[src/hw/rtl/lkvc_pkg.sv]
// ----------------------------------------------------------------------------
// lkvc_pkg
// Shared types and constants of the LRU key/value cache.
// ----------------------------------------------------------------------------
package lkvc_pkg;

	localparam int ENTRIES    = 16;
	localparam int KEY_BITS   = 32;
	localparam int VALUE_BITS = 32;
	localparam int IDX_W      = $clog2(ENTRIES);
	localparam int CNT_W      = $clog2(ENTRIES + 1);
	localparam int OP_W       = 2;
	localparam int IN_W       = ((KEY_BITS + VALUE_BITS + 7) / 8) * 8;
	localparam int OUT_BITS   = VALUE_BITS + CNT_W;
	localparam int OUT_W      = ((OUT_BITS + 7) / 8) * 8;

	typedef enum logic [OP_W-1:0] {
		OP_GET      = 2'd0,
		OP_PUT      = 2'd1,
		OP_CONTAINS = 2'd2,
		OP_CLEAR    = 2'd3
	} op_t;

endpackage

[src/hw/rtl/lru_key_value_cache.sv]
// ----------------------------------------------------------------------------
// lru_key_value_cache
// Fully associative key/value store with least-recently-used replacement.
// ----------------------------------------------------------------------------
// Sequence: the request is registered in the idle state; tag compare, rank
// update and value memory read happen together in the execute state, and the
// result is presented in the respond state.
// A new request is taken only in the idle state, once the previous result has
// been taken; a stalled result holds off the next request.
// Reset: asynchronous; all slots invalid, occupancy zero, capacity sixteen.
module lru_key_value_cache (
	input  logic                        clk,
	input  logic                        arst_n,
	input  logic                        cfg_valid,
	output logic                        cfg_ready,
	input  logic [lkvc_pkg::CNT_W-1:0]  cfg_data,
	input  logic                        s_tvalid,
	output logic                        s_tready,
	input  logic [lkvc_pkg::IN_W-1:0]   s_tdata,  // key, value
	input  logic [lkvc_pkg::OP_W-1:0]   s_tuser,  // op
	output logic                        m_tvalid,
	input  logic                        m_tready,
	output logic [lkvc_pkg::OUT_W-1:0]  m_tdata,  // read_value, occupancy
	output logic                        m_tuser   // found
);
	import lkvc_pkg::*;

	typedef enum logic [1:0] {ST_IDLE, ST_EXEC, ST_RESP} state_t;

	state_t                 state_q;
	logic [CNT_W-1:0]       capacity_q;
	logic [CNT_W-1:0]       count_q;
	logic [ENTRIES-1:0]     valid_q;
	logic [KEY_BITS-1:0]    key_arr_q  [ENTRIES];
	logic [IDX_W-1:0]       rank_arr_q [ENTRIES];
	logic [VALUE_BITS-1:0]  value_mem  [ENTRIES];
	logic [VALUE_BITS-1:0]  rd_data_q;
	op_t                    op_q;
	logic [KEY_BITS-1:0]    key_q;
	logic [VALUE_BITS-1:0]  value_q;
	logic                   found_q;
	logic                   get_hit_q;

	logic [ENTRIES-1:0]     hit_vec;
	logic                   hit;
	logic [IDX_W-1:0]       hit_idx;
	logic [IDX_W-1:0]       hit_rank;
	logic [CNT_W-1:0]       cap;
	logic                   evict;
	logic [ENTRIES-1:0]     victim_vec;
	logic [ENTRIES-1:0]     valid_left;
	logic [IDX_W-1:0]       free_idx;
	logic [CNT_W-1:0]       oldest_rank;

	assign cfg_ready = 1'b1;
	assign s_tready  = (state_q == ST_IDLE);
	assign m_tvalid  = (state_q == ST_RESP);
	assign m_tuser   = found_q;
	assign m_tdata   = {{(OUT_W-OUT_BITS){1'b0}}, count_q,
		(get_hit_q ? rd_data_q : {VALUE_BITS{1'b0}})};

	always_comb begin
		cap         = (capacity_q > CNT_W'(ENTRIES)) ? CNT_W'(ENTRIES) : capacity_q;
		evict       = ((count_q + CNT_W'(1)) > cap);
		oldest_rank = count_q - CNT_W'(1);
		hit         = 1'b0;
		hit_idx     = '0;
		free_idx    = '0;
		for (int i = 0; i < ENTRIES; i++) begin
			hit_vec[i]    = valid_q[i] && (key_arr_q[i] == key_q);
			victim_vec[i] = valid_q[i] && evict &&
				({1'b0, rank_arr_q[i]} == oldest_rank);
		end
		valid_left = valid_q & ~victim_vec;
		for (int i = ENTRIES - 1; i >= 0; i--) begin
			if (hit_vec[i]) begin
				hit     = 1'b1;
				hit_idx = IDX_W'(i);
			end
			if (!valid_left[i]) begin
				free_idx = IDX_W'(i);
			end
		end
		hit_rank = rank_arr_q[hit_idx];
	end

	always_ff @(posedge clk or negedge arst_n) begin
		if (!arst_n) begin
			state_q    <= ST_IDLE;
			capacity_q <= CNT_W'(ENTRIES);
			count_q    <= '0;
			valid_q    <= '0;
		end else begin
			if (cfg_valid && cfg_ready) begin
				capacity_q <= cfg_data;
			end
			case (state_q)
				ST_IDLE: begin
					if (s_tvalid) begin
						op_q    <= op_t'(s_tuser);
						key_q   <= s_tdata[KEY_BITS-1:0];
						value_q <= s_tdata[KEY_BITS+VALUE_BITS-1:KEY_BITS];
						state_q <= ST_EXEC;
					end
				end
				ST_EXEC: begin
					found_q   <= (op_q != OP_CLEAR) && hit;
					get_hit_q <= (op_q == OP_GET) && hit;
					state_q   <= ST_RESP;
					if (op_q == OP_CLEAR) begin
						valid_q <= '0;
						count_q <= '0;
					end else if (hit && (op_q == OP_GET ||
						(op_q == OP_PUT && cap != '0))) begin
						for (int i = 0; i < ENTRIES; i++) begin
							if (valid_q[i] && rank_arr_q[i] < hit_rank) begin
								rank_arr_q[i] <= rank_arr_q[i] + IDX_W'(1);
							end
						end
						rank_arr_q[hit_idx] <= '0;
					end else if (!hit && op_q == OP_PUT && cap != '0) begin
						for (int i = 0; i < ENTRIES; i++) begin
							if (valid_left[i]) begin
								rank_arr_q[i] <= rank_arr_q[i] + IDX_W'(1);
							end
						end
						rank_arr_q[free_idx] <= '0;
						key_arr_q[free_idx]  <= key_q;
						valid_q              <= valid_left | (ENTRIES'(1) << free_idx);
						count_q              <= evict ? count_q : count_q + CNT_W'(1);
					end
				end
				ST_RESP: begin
					if (m_tready) begin
						state_q <= ST_IDLE;
					end
				end
				default: begin
					state_q <= ST_IDLE;
				end
			endcase
		end
	end

	always_ff @(posedge clk) begin
		if (state_q == ST_EXEC) begin
			if (op_q == OP_PUT && cap != '0) begin
				value_mem[hit ? hit_idx : free_idx] <= value_q;
			end
			rd_data_q <= value_mem[hit_idx];
		end
	end

endmodule
[config.mk]
export PLATFORM = sky130hd
export DESIGN_NAME = lru_key_value_cache
export DESIGN_NICKNAME = d
export VERILOG_FILES = /design/src/hw/rtl/lkvc_pkg.sv /design/src/hw/rtl/lru_key_value_cache.sv
export SDC_FILE = /design/constraint.sdc
export NUM_CORES = 2
export LEC_CHECK = 0
export BUFFER_PORTS_ARGS = -buffer_cell sky130_fd_sc_hd__buf_4
export CORE_ASPECT_RATIO = 0.75
export CORE_MARGIN = 1
export CORE_UTILIZATION = 50
export DETAILED_ROUTE_END_ITERATION = 7
export PLACE_DENSITY = 0.7
export SLEW_MARGIN = 10
export SYNTH_ARGS = -nofsm -noshare
export SYNTH_HDL_FRONTEND = slang
export SYNTH_SLANG_ARGS = --single-unit
[constraint.sdc]
create_clock -name clk -period 6.5 [get_ports clk]
set_input_delay 1.3 -clock clk [delete_from_list [all_inputs] [get_ports clk]]
set_output_delay 1.3 -clock clk [all_outputs]
set_load 0.02 [all_outputs]
==> out/qor.txt <==
==========================================================================================
Outcome                                                                       finished with violations
Failing checks                                                                         DRC
Compound-gate portion of the synthesized area                                        8.53%
First-pass GRT wire length                                                       210000 um
Starting Density                                                                     50.6%
Data required time of the critical path                                            7.13 ns
Bufs and invs on worst path                                                              3
Peak supply drop                                                                  0.238 mV
Top_reg_cell synth                                                                edfxtp_1
Drt wl/cell                                                                        25.5 um
Post-route worst setup slack                                                      0.385 ns
Critical-path cell list                                                       buf_4 > xor2_1 > nor4_1 > nand4_1 > or4_1 > and2_1 > o21ai_1 > nand2_1 > a31oi_4 > buf_4 > mux2i_1 > nand2_1 > o21ai_0 > o21ai_0 > o21ai_1 > buf_4 > ha_1 > a211oi_1 > nand2_1 > a2111oi_4 > a211oi_1 > nor3_1
Slew of the pin with the lowest slew margin                                        1.22 ns
Count of clock tree sinks                                                             1216
Antenna-violating nets left                                                              0
Clock buffers created by TritonCTS                                                     112
Half-perimeter wire length after placement                                        89600 um
Top routing layer used                                                                met5
CTS tree                                                                               yes
Total of fill cells in the finished design                                            8266
Routed wl met3                                                                    13900 um
Final min period                                                                   6.11 ns
Clock Power Share                                                                    36.3%
Number of hold violations in the final report                                            0
Share of final-layout standard cells stronger than drive strength 1                  13.6%
Setup Viol. Count Final                                                                  0
Clock root cell                                                                  clkbuf_16
Unrepaired setup endpoints after global routing                                      false
Number of enable flip-flop cells after synthesis                                      1124
Fraction of power consumed by sequential logic                                       50.8%
Die width                                                                           383 um
Area occupied by registers                                                     0.0357 mm^2
Worst-case register-to-register setup slack                                        0.39 ns
Number of cells on the worst reg-to-reg path                                            22
Kind of end point of the critical path                                            register
Number of global-route vias before repair                                            32154
Total Power                                                                        17.9 mW
Routed via count divided by cell count                                                6.08
Final worst path period share                                                        94.1%
CP Launch Type                                                                    register
Unique masters post-synth                                                               80
Power per Cell Area                                                            288 mW/mm^2
Share of synthesized area spent on multiplexers                                      2.85%
Critical-path top delay cell                                                         or4_1
Simple-gate area share of the yosys netlist                                          9.53%
Maximum cell stage delay along the critical path                                   0.66 ns
Remaining design rule violation count                                                   10
Total wire length after detailed routing                                         143000 um
Maximum number of pins on one net before global-route repair                           160
Overall Global Routing Usage                                                         25.5%
Port Buffers                                                                           115
H-tree Lvls                                                                              3
Clk_skew                                                                         0.0382 ns
Placeable core area                                                             0.108 mm^2
Top-level port count                                                                   120
Internal Pwr Total                                                                 13.2 mW
Cell area after synthesis                                                      0.0545 mm^2
Worst r2r src                                                                    key_q[16]
Adder-Cell Fraction of Synth Area                                                    1.63%
Type of the most critical hold path                                            in -> async
Syn avg cell area                                                                14.2 um^2
Vias                                                                                 34116
Row Count                                                                              104
Category of the critical setup timing path                                      reg -> reg
Number of nets in the layout                                                          4240
Area occupied by multi-input gates                                             0.0178 mm^2
First-pass iteration count of the detailed router                                        7
Worst Path Max Fanout                                                                   13
Gate count of the mapped netlist                                                      3842
Hold buffer count at CTS                                                                 0
Max Freq                                                                           164 MHz
DRC marker count from the first detailed-route iteration                              4173
Cell leakage power                                                                 20.4 nW
Max-Slew Margin vs Limit                                                             17.7%
Floorplan die area                                                              0.110 mm^2
Maximum buffer depth of the clock tree                                                   3
Worst-skew pair later-pin latency                                                  0.73 ns
Xor and xnor area share after synthesis                                              9.60%
Worst path top cell family by delay                                           simple AND/OR/NAND/NOR gates
Final estimated routing congestion in global placement                               0.933
Critical Path Start                                                              key_q[16]
Data arrival time of the critical path                                             6.75 ns
Antenna violations before repair                                                         2
DIE HEIGHT                                                                          288 um
Combinational Power Share                                                            12.9%
Post-synthesis sequential area ratio                                                 65.6%
Clock edge transition at the registers on the reported setup and hold paths        0.06 ns
Number of max-cap violations                                                             0
End of the worst register-to-register path                                    rank_arr_q[8][2]
Final count of pins violating max slew                                                   0
Sw power                                                                           4.63 mW
Warnings, synthesis                                                                      0
Post-placement worst setup slack                                                  0.144 ns
Async SR Flop Fraction                                                               2.30%
Detailed-routed wire length on met2                                               61400 um
Routed metal-1 wire length                                                        64300 um
Syn-to-layout area delta                                                             13.8%
Synth Register Bits                                                                   1216
Switching share of total power                                                       25.9%
Global-route congestion overflow total                                                   0
Main combinational cell family by area after synthesis                        XOR/XNOR gates
==========================================================================================
## how the worst max path moves through the flow
stage / endpoint / slack (ns) / depth (start not counted)
floorplan: value_mem[10][0] / -0.02 / 19
global placement: rank_arr_q[3][3] / 0.38 / 21
detailed placement: rank_arr_q[8][2] / 0.14 / 23
CTS: rank_arr_q[8][2] / 0.11 / 23
global route: rank_arr_q[6][2] / 0.003 / 21
finish: rank_arr_q[8][2] / 0.39 / 22
## metal layers
metal | track usage, % | vias to the layer above
met5 | 0 | -
met1 | 39.4 | 17077
met2 | 36.7 | 1626
li1 | - | 15184
met3 | 5.24 | 227
met4 | 6.52 | 2
## Yosys cell counts, drive strengths merged (24+ instances only)
cell type	n	area (um^2)
clkbuf	96	360
xnor2	180	1580
mux2i	148	1480
dfrtp	27	676
a211oi	282	2120
nand4	92	576
o21ai	66	342
dfxtp	64	1280
nor2b	24	150
nand3	44	220
nor2	138	518
nor4	144	920
ha	71	888
buf	101	666
inv	47	176
xor2	417	3650
o211ai	27	216
nor3	66	330
edfxtp	1124	33800
a21oi	164	821
and2	178	1110
nand2	104	390
## area by class of cell
type / instances / share of cell area, %
tap: 1431 / 2.89
clock buffer: 133 / 4.68
antenna: 2 / 0.00807
multi-input combinational: 2384 / 28.7
sequential: 1216 / 57.7
timing repair buffer: 332 / 4.81
clock inverter: 69 / 1.02
inverter: 47 / 0.285
## cells by family after synthesis
kind of cell / Yosys count
adders and majority gates: 71
other: 2
DFF: 1216
AOI/OAI and AO/OA: 646
and+or+nand+nor: 912
buffers and inverters: 244
muxes: 154
xor gates and xnor gates: 597
## sequential cells by signal (all words and copies together), names as in the netlist
register and count:
capacity_q 5, count_q 5, get_hit_q 1, key_arr_q 512
key_q 32, m_tuser 1, op_q 2, rank_arr_q 64
rd_data_q 32, state_q 2, valid_q 16, value_mem 512
value_q 32
## timing repair
action,4_1_cts,5_1_grt
setup endpoints to repair,0,62
buffers inserted,0,33
gates resized for setup,0,1
## worst register-to-register path: cells and delay by family (launching register included)
family | cells | cell delay (ns)
AND/OR/NAND/NOR | 8 | 1.98
AO/OA/AOI/OAI | 8 | 1.87
buffers and inverters | 3 | 0.83
flip-flops | 1 | 0.63
adder cells (fa/ha/maj) | 1 | 0.29
multiplexers | 1 | 0.21
XOR/XNOR | 1 | 0.20
## power groups by stage
| stage | registers (mW) | logic, mW | clock network, mW |
|---|---|---|---|
| final | 9.07 | 2.31 | 6.48 |
| after global routing | 9.09 | 2.44 | 6.84 |
| after CTS | 9.10 | 2.19 | 6.56 |
| after detailed placement | 9.26 | 2.18 | 0 |
| after global placement | 9.25 | 2.15 | 0 |
| after floorplan | 9.16 | 1.33 | 0 |
## metrics by stage
step	instances	instance area (um^2)	setup TNS, ns	util, %	hold WS [ns]
after global routing	5612	62000	0	57.6	0.531
after global placement	5377	58000	0	53.9	0.514
after floorplan	3844	54500	-3.97	-	0.487
after CTS	5579	61600	0	57.2	0.501
after detailed placement	5377	58000	0	53.9	0.514
final	5614	62000	0	57.6	0.533
## placed cells by master (no fill, tap or decap), types with 39 or more instances in the layout
cell type,synthesis,final
xor2_1,417,417
mux2i_1,148,148
nand2_1,104,104
clkbuf_16,0,113
and2_1,74,73
buf_4,15,293
o21ai_0,63,61
nand4_1,92,92
buf_12,3,39
xnor2_1,180,178
nor2_1,138,106
edfxtp_1,1124,1124
a21oi_1,164,164
nand3_1,44,44
nor3_1,66,66
and2_0,104,104
inv_1,47,47
dfxtp_1,64,64
a211oi_1,282,282
ha_1,71,71
nor4_1,141,140
Power figures use the tool's default switching activity.
